`src/rtl/bpfe_pkg.sv`:
```
// Shared types, constants and helper functions of the block parity frame encoder.
// Depends on nothing; the framer and the top level refer to it by scoped names.
package bpfe_pkg;

  localparam int MAX_LEN    = 64;
  localparam int NUM_SLICES = (MAX_LEN + 7) / 8;
  localparam int CNT_W      = $clog2(MAX_LEN + 1);
  localparam int SLICE_W    = (NUM_SLICES > 1) ? $clog2(NUM_SLICES) : 1;
  localparam int BYTE_W     = 8;

  localparam logic [BYTE_W-1:0] START_BYTE    = 8'h0D;
  localparam logic [BYTE_W-1:0] NO_START_BYTE = 8'h20;
  localparam logic [BYTE_W-1:0] END_BYTE      = 8'h0A;
  localparam logic [BYTE_W-1:0] PARITY_OFFSET = 8'd64;

  // Slice index of the last slice of a full-length message.
  localparam logic [SLICE_W-1:0] LAST_SLICE = SLICE_W'((MAX_LEN - 1) / 8);

  typedef enum logic [1:0] {
    REG_PARITY_ENABLE  = 2'd0,
    REG_SUPPRESS_START = 2'd1,
    REG_SUPPRESS_END   = 2'd2
  } cfg_reg_t;

  typedef enum logic [2:0] {
    ST_IDLE,
    ST_START,
    ST_BYTE,
    ST_PAR_RD,
    ST_PAR,
    ST_END
  } state_t;

  typedef struct packed {
    logic parity_enable;
    logic suppress_start;
    logic suppress_end;
  } cfg_t;

  typedef struct packed {
    logic [BYTE_W-1:0] out_byte;
    logic              run_last;
    logic              frame_done;
    logic              overflow;
  } emit_t;

  // A slice XOR below 64 as a signed byte gets 64 added, modulo 256.
  function automatic logic [BYTE_W-1:0] adjust(input logic [BYTE_W-1:0] x);
    logic [BYTE_W-1:0] res;
    res = x;
    if (x[7:6] != 2'b01) begin
      res = x + PARITY_OFFSET;
    end
    return res;
  endfunction

endpackage

```
`src/rtl/bpfe_slice_ram.sv`:
```
// Generic single-port-write, single-port-read synchronous RAM, registered read data.
// Depends on nothing; used for the per-slice XOR store.
module bpfe_slice_ram #(
  parameter int DEPTH  = 8,
  parameter int WIDTH  = 8,
  parameter int ADDR_W = (DEPTH > 1) ? $clog2(DEPTH) : 1
) (
  input  logic              clk,
  input  logic              we,
  input  logic [ADDR_W-1:0] waddr,
  input  logic [WIDTH-1:0]  wdata,
  input  logic              re,
  input  logic [ADDR_W-1:0] raddr,
  output logic [WIDTH-1:0]  rdata
);

  logic [WIDTH-1:0] mem [DEPTH];

  always_ff @(posedge clk) begin
    if (we) begin
      mem[waddr] <= wdata;
    end
  end

  always_ff @(posedge clk) begin
    if (re) begin
      rdata <= mem[raddr];
    end
  end

endmodule

```
`src/rtl/bpfe_framer.sv`:
```
// Frame sequencer: takes message bytes, keeps the slice XORs in the slice RAM and
// emits start, data, parity and end bytes. Depends on bpfe_pkg and bpfe_slice_ram.
module bpfe_framer (
  input  logic                          clk,
  input  logic                          rst,
  input  bpfe_pkg::cfg_t                cfg,
  input  logic                          in_valid,
  output logic                          in_ready,
  input  logic [bpfe_pkg::BYTE_W-1:0]   in_data,
  input  logic                          in_last,
  output logic                          emit_valid,
  input  logic                          emit_ready,
  output bpfe_pkg::emit_t               emit
);

  bpfe_pkg::state_t state, state_next;

  logic [bpfe_pkg::CNT_W-1:0]   count;
  logic [bpfe_pkg::BYTE_W-1:0]  run_xor;
  logic                         ovf_seen;
  logic [bpfe_pkg::BYTE_W-1:0]  byte_q;
  logic                         last_q;
  logic                         ovf_q;
  logic [bpfe_pkg::SLICE_W-1:0] idx;

  logic                         accept;
  logic                         full;
  logic [bpfe_pkg::SLICE_W-1:0] slot;
  logic [bpfe_pkg::BYTE_W-1:0]  xor_new;
  logic                         ram_re;
  logic [bpfe_pkg::BYTE_W-1:0]  ram_rdata;
  logic                         byte_fin;
  logic                         par_fin;

  assign accept   = in_valid && in_ready;
  assign full     = (count >= bpfe_pkg::CNT_W'(bpfe_pkg::MAX_LEN));
  assign slot     = bpfe_pkg::SLICE_W'(count >> 3);
  assign xor_new  = run_xor ^ in_data;
  // The data byte closes the item when no trailer byte follows it.
  assign byte_fin = !last_q || (!cfg.parity_enable && cfg.suppress_end);
  assign par_fin  = (idx == '0) && cfg.suppress_end;

  bpfe_slice_ram #(
    .DEPTH (bpfe_pkg::NUM_SLICES),
    .WIDTH (bpfe_pkg::BYTE_W),
    .ADDR_W(bpfe_pkg::SLICE_W)
  ) u_slice_ram (
    .clk  (clk),
    .we   (accept && !full),
    .waddr(slot),
    .wdata(xor_new),
    .re   (ram_re),
    .raddr(idx),
    .rdata(ram_rdata)
  );

  always_comb begin
    state_next = state;
    unique case (state)
      bpfe_pkg::ST_IDLE: begin
        if (accept) begin
          if (!full) begin
            state_next = (count == '0) ? bpfe_pkg::ST_START : bpfe_pkg::ST_BYTE;
          end else if (in_last) begin
            if (cfg.parity_enable) begin
              state_next = bpfe_pkg::ST_PAR_RD;
            end else if (!cfg.suppress_end) begin
              state_next = bpfe_pkg::ST_END;
            end
          end
        end
      end
      bpfe_pkg::ST_START: begin
        if (emit_ready) begin
          state_next = bpfe_pkg::ST_BYTE;
        end
      end
      bpfe_pkg::ST_BYTE: begin
        if (emit_ready) begin
          if (!last_q) begin
            state_next = bpfe_pkg::ST_IDLE;
          end else if (cfg.parity_enable) begin
            state_next = bpfe_pkg::ST_PAR_RD;
          end else if (!cfg.suppress_end) begin
            state_next = bpfe_pkg::ST_END;
          end else begin
            state_next = bpfe_pkg::ST_IDLE;
          end
        end
      end
      bpfe_pkg::ST_PAR_RD: begin
        state_next = bpfe_pkg::ST_PAR;
      end
      bpfe_pkg::ST_PAR: begin
        if (emit_ready) begin
          if (idx != '0) begin
            state_next = bpfe_pkg::ST_PAR_RD;
          end else if (!cfg.suppress_end) begin
            state_next = bpfe_pkg::ST_END;
          end else begin
            state_next = bpfe_pkg::ST_IDLE;
          end
        end
      end
      bpfe_pkg::ST_END: begin
        if (emit_ready) begin
          state_next = bpfe_pkg::ST_IDLE;
        end
      end
      default: state_next = bpfe_pkg::ST_IDLE;
    endcase
  end

  always_comb begin
    in_ready        = 1'b0;
    emit_valid      = 1'b0;
    ram_re          = 1'b0;
    emit.out_byte   = byte_q;
    emit.run_last   = 1'b0;
    emit.frame_done = 1'b0;
    emit.overflow   = ovf_q;
    unique case (state)
      bpfe_pkg::ST_IDLE: begin
        in_ready = 1'b1;
      end
      bpfe_pkg::ST_START: begin
        emit_valid    = 1'b1;
        emit.out_byte = cfg.suppress_start ? bpfe_pkg::NO_START_BYTE
                                           : bpfe_pkg::START_BYTE;
      end
      bpfe_pkg::ST_BYTE: begin
        emit_valid      = 1'b1;
        emit.run_last   = byte_fin;
        emit.frame_done = byte_fin && last_q;
      end
      bpfe_pkg::ST_PAR_RD: begin
        ram_re = 1'b1;
      end
      bpfe_pkg::ST_PAR: begin
        emit_valid      = 1'b1;
        emit.out_byte   = bpfe_pkg::adjust(ram_rdata);
        emit.run_last   = par_fin;
        emit.frame_done = par_fin;
      end
      bpfe_pkg::ST_END: begin
        emit_valid      = 1'b1;
        emit.out_byte   = bpfe_pkg::END_BYTE;
        emit.run_last   = 1'b1;
        emit.frame_done = 1'b1;
      end
      default: begin
      end
    endcase
  end

  always_ff @(posedge clk) begin
    if (rst) begin
      state    <= bpfe_pkg::ST_IDLE;
      count    <= '0;
      run_xor  <= '0;
      ovf_seen <= 1'b0;
    end else begin
      state <= state_next;
      if (accept) begin
        if (in_last) begin
          count    <= '0;
          run_xor  <= '0;
          ovf_seen <= 1'b0;
        end else if (full) begin
          ovf_seen <= 1'b1;
        end else begin
          count   <= count + 1'b1;
          run_xor <= (count[2:0] == 3'd7) ? '0 : xor_new;
        end
      end
    end
  end

  always_ff @(posedge clk) begin
    if (accept) begin
      byte_q <= in_data;
      last_q <= in_last;
      ovf_q  <= full || ovf_seen;
      idx    <= full ? bpfe_pkg::LAST_SLICE : slot;
    end else if (state == bpfe_pkg::ST_PAR && emit_ready && idx != '0) begin
      idx <= idx - 1'b1;
    end
  end

endmodule

```
`src/rtl/block_parity_frame_encoder_unit.sv`:
```
// Top level of the block parity frame encoder: configuration registers, framer and
// output register. Depends on bpfe_pkg and bpfe_framer.
//
// The block takes one message byte per input word and frames it: the first byte of
// a message is preceded by a start byte 0x0D (0x20 with start suppression), every
// accepted byte within MAX_LEN is passed through, and after the byte marked last
// the block sends, with parity enabled, one control byte per 8-byte slice, last
// slice first, followed by the end byte 0x0A unless end suppression is on. Each
// control byte is the XOR of its slice, with 64 added (modulo 256) when the XOR
// is below 64 as a signed byte. Bytes past MAX_LEN (64) are dropped and the
// overflow flag rides on every later word of that frame. The slice XORs live in a
// small synchronous RAM that is written as bytes arrive and read back one slice at
// a time for the trailer. The framer takes one input word at a time; a byte passes
// the byte state, the first byte of a message the start state before it, each
// control byte a RAM read state and then the parity state, the end byte the end
// state; a dropped byte that is not last leaves the framer idle. An emitting state
// stalls while the output register holds an undrained word. Configuration is
// written through the cfg channel, which is always ready; writes must be made
// while the block is idle. Register 0 is parity_enable (reset 1), register 1
// suppress_start, register 2 suppress_end; only bit 0 of the data is used and
// other indexes are ignored.
module block_parity_frame_encoder_unit (
  input  logic       clk,
  input  logic       rst,
  // Input stream.
  input  logic       s_tvalid,
  output logic       s_tready,
  input  logic [7:0] s_tdata,   // data_byte [7:0]
  input  logic       s_tlast,   // last_byte
  // Output stream.
  output logic       m_tvalid,
  input  logic       m_tready,
  output logic [7:0] m_tdata,   // out_byte [7:0]
  output logic       m_tlast,   // run_last
  output logic [1:0] m_tuser,   // frame_done [0], overflow [1]
  // Configuration write channel.
  input  logic       cfg_valid,
  output logic       cfg_ready,
  input  logic [1:0] cfg_index,
  input  logic       cfg_data
);

  bpfe_pkg::cfg_t  cfg;
  bpfe_pkg::emit_t emit;
  logic            emit_valid;
  logic            emit_ready;

  // Configuration registers are always ready to take a write.
  assign cfg_ready = 1'b1;

  always_ff @(posedge clk) begin
    if (rst) begin
      cfg.parity_enable  <= 1'b1;
      cfg.suppress_start <= 1'b0;
      cfg.suppress_end   <= 1'b0;
    end else if (cfg_valid && cfg_ready) begin
      unique case (cfg_index)
        bpfe_pkg::REG_PARITY_ENABLE:  cfg.parity_enable  <= cfg_data;
        bpfe_pkg::REG_SUPPRESS_START: cfg.suppress_start <= cfg_data;
        bpfe_pkg::REG_SUPPRESS_END:   cfg.suppress_end   <= cfg_data;
        default: begin
        end
      endcase
    end
  end

  bpfe_framer u_framer (
    .clk       (clk),
    .rst       (rst),
    .cfg       (cfg),
    .in_valid  (s_tvalid),
    .in_ready  (s_tready),
    .in_data   (s_tdata),
    .in_last   (s_tlast),
    .emit_valid(emit_valid),
    .emit_ready(emit_ready),
    .emit      (emit)
  );

  // The output register takes a new word when it is empty or being drained.
  assign emit_ready = !m_tvalid || m_tready;

  always_ff @(posedge clk) begin
    if (rst) begin
      m_tvalid <= 1'b0;
    end else if (emit_ready) begin
      m_tvalid <= emit_valid;
    end
  end

  always_ff @(posedge clk) begin
    if (emit_ready && emit_valid) begin
      m_tdata    <= emit.out_byte;
      m_tlast    <= emit.run_last;
      m_tuser[0] <= emit.frame_done;
      m_tuser[1] <= emit.overflow;
    end
  end

endmodule
```
`config.mk`:
```
export PLATFORM = sky130hd
export DESIGN_NAME = block_parity_frame_encoder_unit
export DESIGN_NICKNAME = d
export VERILOG_FILES = /design/src/rtl/bpfe_pkg.sv /design/src/rtl/bpfe_slice_ram.sv /design/src/rtl/bpfe_framer.sv /design/src/rtl/block_parity_frame_encoder_unit.sv
export SDC_FILE = /design/constraint.sdc
export NUM_CORES = 1
export LEC_CHECK = 0
export BUFFER_PORTS_ARGS = -buffer_cell sky130_fd_sc_hd__clkbuf_2
export CAP_MARGIN = 20
export CORE_MARGIN = 2
export CORE_UTILIZATION = 40
export CTS_CLUSTER_DIAMETER = 30
export CTS_CLUSTER_SIZE = 20
export DETAILED_ROUTE_END_ITERATION = 8
export GPL_ROUTABILITY_DRIVEN = 0
export MAX_ROUTING_LAYER = met4
export PLACE_DENSITY_LB_ADDON = 0.12
export SLEW_MARGIN = 20
export SYNTH_ARGS = -nofsm -noshare
export SYNTH_HDL_FRONTEND = slang
export SYNTH_HIERARCHICAL = 1
export SYNTH_SLANG_ARGS = --single-unit
```
`constraint.sdc`:
```
create_clock -name clk -period 4.7 [get_ports clk]
set_input_delay 0.235 -clock clk [delete_from_list [all_inputs] [get_ports clk]]
set_output_delay 0.235 -clock clk [all_outputs]
set_load 0.01 [all_outputs]
```
==> flow_summary.toml <==
[critical_path]
rr_worst_depth = 5
worstSetupEndpointType = "register"
worstSetupStartpointType = "register"
crit_arrival_ns = 2.92
cp.required_ns = 4.73
cp_max_fo = 26
crit_type = "reg -> reg"

[power_and_ir_drop]
fin_total_pwr_w = 0.00348
ir_drop_uv = 235
powerDensity_nw_per_um2 = 579
total_leakage_power_nw = 2.12

[global_routing]
grt_pass1_wl_microns = 16800
grt_start_max_net_pins = 27
first_global_vias = 2942
grtUsageTotal = 0.171
antenna_found_initial = 0
gr-total-overflow = 0

[flow_run]
maxCapViolCount = 0

[finish]
antenna_cells = 0
area_growth_pct = 15.4
finish.utilization = 0.474
num-nets-final = 419
drive_gt1_frac = 0.205

[hold_path]
hold_class = "in -> reg"
min_path_cells = 1

[run_status]
status = "finished, final reports clean"

[timing]
clock.fmax_mhz = 346
min_period_ns = 2.89
fin_skew_ns = 0.00530
rsz0062_at_grt = "false"
slew_headroom = 0.214
setup-violations-final = 0
slew_violations = 0
hold_viol = 0
worst_slew_pin_slew_ns = 1.17
tns_ns = 0
period_share = 0.615

[floorplan]
die_y_microns = 118
io_pins = 31
die_w_microns = 118
initial_core_util = 0.411
die_area_sq_um = 13900
core-area_sq_um = 12700
fp-row-count = 41

[clock_tree]
h-tree-depth = 4
numCtsBuffers = 17
cts_buffer_depth = 2
post-cts-setup-buffer-count = 0
cts-resized-gates = 0
cts_root_buf = "clkbuf_16"
cts_tree = "done"
cts.sinks = 119
holdBufCountCts = 0
clkLatencyLatePin_ns = 0.42
clkTransAtPathRegs_ns = 0.06

[drt]
ant_nets = 0
drtIter0Drc = 166
detail_route.wl_per_cell_microns = 18.6
vias_per_cell = 5.24
wirelength_microns = 10800
drc = 0
first_pass_iters = 4
via_count = 3050

[logic_synthesis]
yosysMostFrequentCell = "edfxtp_1"
synth_warnings = 6
yosysTopAreaCellShare = 0.554
synth_cell_type_count = 58
syn_inst = 367
synth_seq_area_share = 0.642
synth.net_count = 389
ys.flop_type = "edfxtp_1"
ys_seq_elements = 119
async_flop_share = 0
synth_area_leaders = "edfxtp_1, dfxtp_1, mux4_1, a21oi_1, nor2_1"
avgSynthCellArea_sq_um = 14.2
synth_top_cell_by_area = "edfxtp_1"
synth-edff-count = 96
yosys-top-cells-count = "edfxtp_1, a21oi_1, nor2_1"
syn_area_sq_um = 5210

[placement]
port_buffers = 29
hpwlAfterDp_microns = 7310
==> cells in the final DEF (no fill, tap or decap), types with 3 or more instances in the layout <==
master,netlist,routed
o21ai_1,4,4
clkinvlp_4,0,3
edfxtp_1,96,96
dfxtp_1,23,23
nor2_1,30,30
ha_1,5,5
nor2b_1,3,3
nand2b_1,11,11
nor3_2,2,3
a22oi_1,3,3
nand2_1,17,17
clkinv_4,0,7
mux2_2,8,8
o21ai_0,14,14
xnor2_1,3,3
nand3b_1,10,10
clkbuf_16,0,17
clkbuf_2,0,29
or2_2,4,4
clkinv_2,1,3
nor3_1,8,7
mux4_1,15,15
a21oi_1,32,32
xor2_1,8,8
inv_1,10,10
mux2i_1,4,4
==> critical path: stages (launching register included) <==
cell and delay [ns]:
dfxtp_1 0.57, nor3_2 0.32, nand2_1 0.31, nor2_1 0.24, nand2_1 0.14, nor3_1 0.92
==> layer usage <==
| layer | wire length, microns | track usage |
|---|---|---|
| met3 | 592 | 0.0610 |
| met4 | 157 | 0.0633 |
| met5 | 0 | - |
| met1 | 4970 | 0.220 |
| met2 | 5090 | 0.249 |
==> stage by stage <==
stage	area [sq um]	std cells	hold slack (ns)	setup slack [ns]
finish	6010	582	0.0616	1.81
global route	6010	582	0.0391	1.69
CTS	6000	582	0.0448	1.87
detailed placement	5460	550	0.418	1.87
global placement	5460	550	0.409	1.97
floorplan	5210	367	0.304	2.41
==> registers in the layout (all words and copies together), names as in the netlist <==
signal / flops
u_framer/idx: 3
u_framer/run_xor: 8
m_tuser: 2
u_framer/state: 3
u_framer/ovf_seen: 1
cfg: 3
m_tlast: 1
u_framer/ovf_q: 1
u_framer/u_slice_ram/rdata: 8
m_tvalid: 1
u_framer/count: 7
u_framer/byte_q: 8
u_framer/last_q: 1
u_framer/u_slice_ram/mem: 64
m_tdata: 8
==> final timing paths <==
check                                        from                             end  slack, ns
worst min-delay path                   s_tdata[1]              u_framer/byte_q[1]       0.06
worst min register to register     u_framer/ovf_q                      m_tuser[1]       0.43
worst max register to register  u_framer/state[1]  u_framer/u_slice_ram/mem[4][6]       1.81
worst max-delay path            u_framer/state[1]  u_framer/u_slice_ram/mem[4][6]       1.81
==> cell type report <==
class	count	area, sq um
Clock buffer	19	443
Inverter	12	48.8
Multi-Input combinational cell	218	1710
Clock inverter	13	103
Tap cell	172	215
Fill cell	1118	6660
Timing Repair Buffer	29	145
Sequential cell	119	3340
==> power by group <==
part | switching, W | internal (W) | total, W
registers | 0.000181 | 0.00137 | 0.00155
clock network | 0.000473 | 0.000690 | 0.00116
logic | 0.000399 | 0.000367 | 0.000766
total | 0.00105 | 0.00243 | 0.00348
==> cells by family (layout without fill, tap and decap cells) <==
family          count (synthesis)  in the layout  synth area share
mux                            28             28             0.105
flops                         119            119             0.642
fa+ha+maj                       6              6            0.0139
xor+xnor                       11             11            0.0185
compound gates                 73             73            0.0872
buf+inv                        30             73            0.0305
simple gates                   99             99             0.102
other cells                     1              1          0.000720
Power figures use the tool's default switching activity.
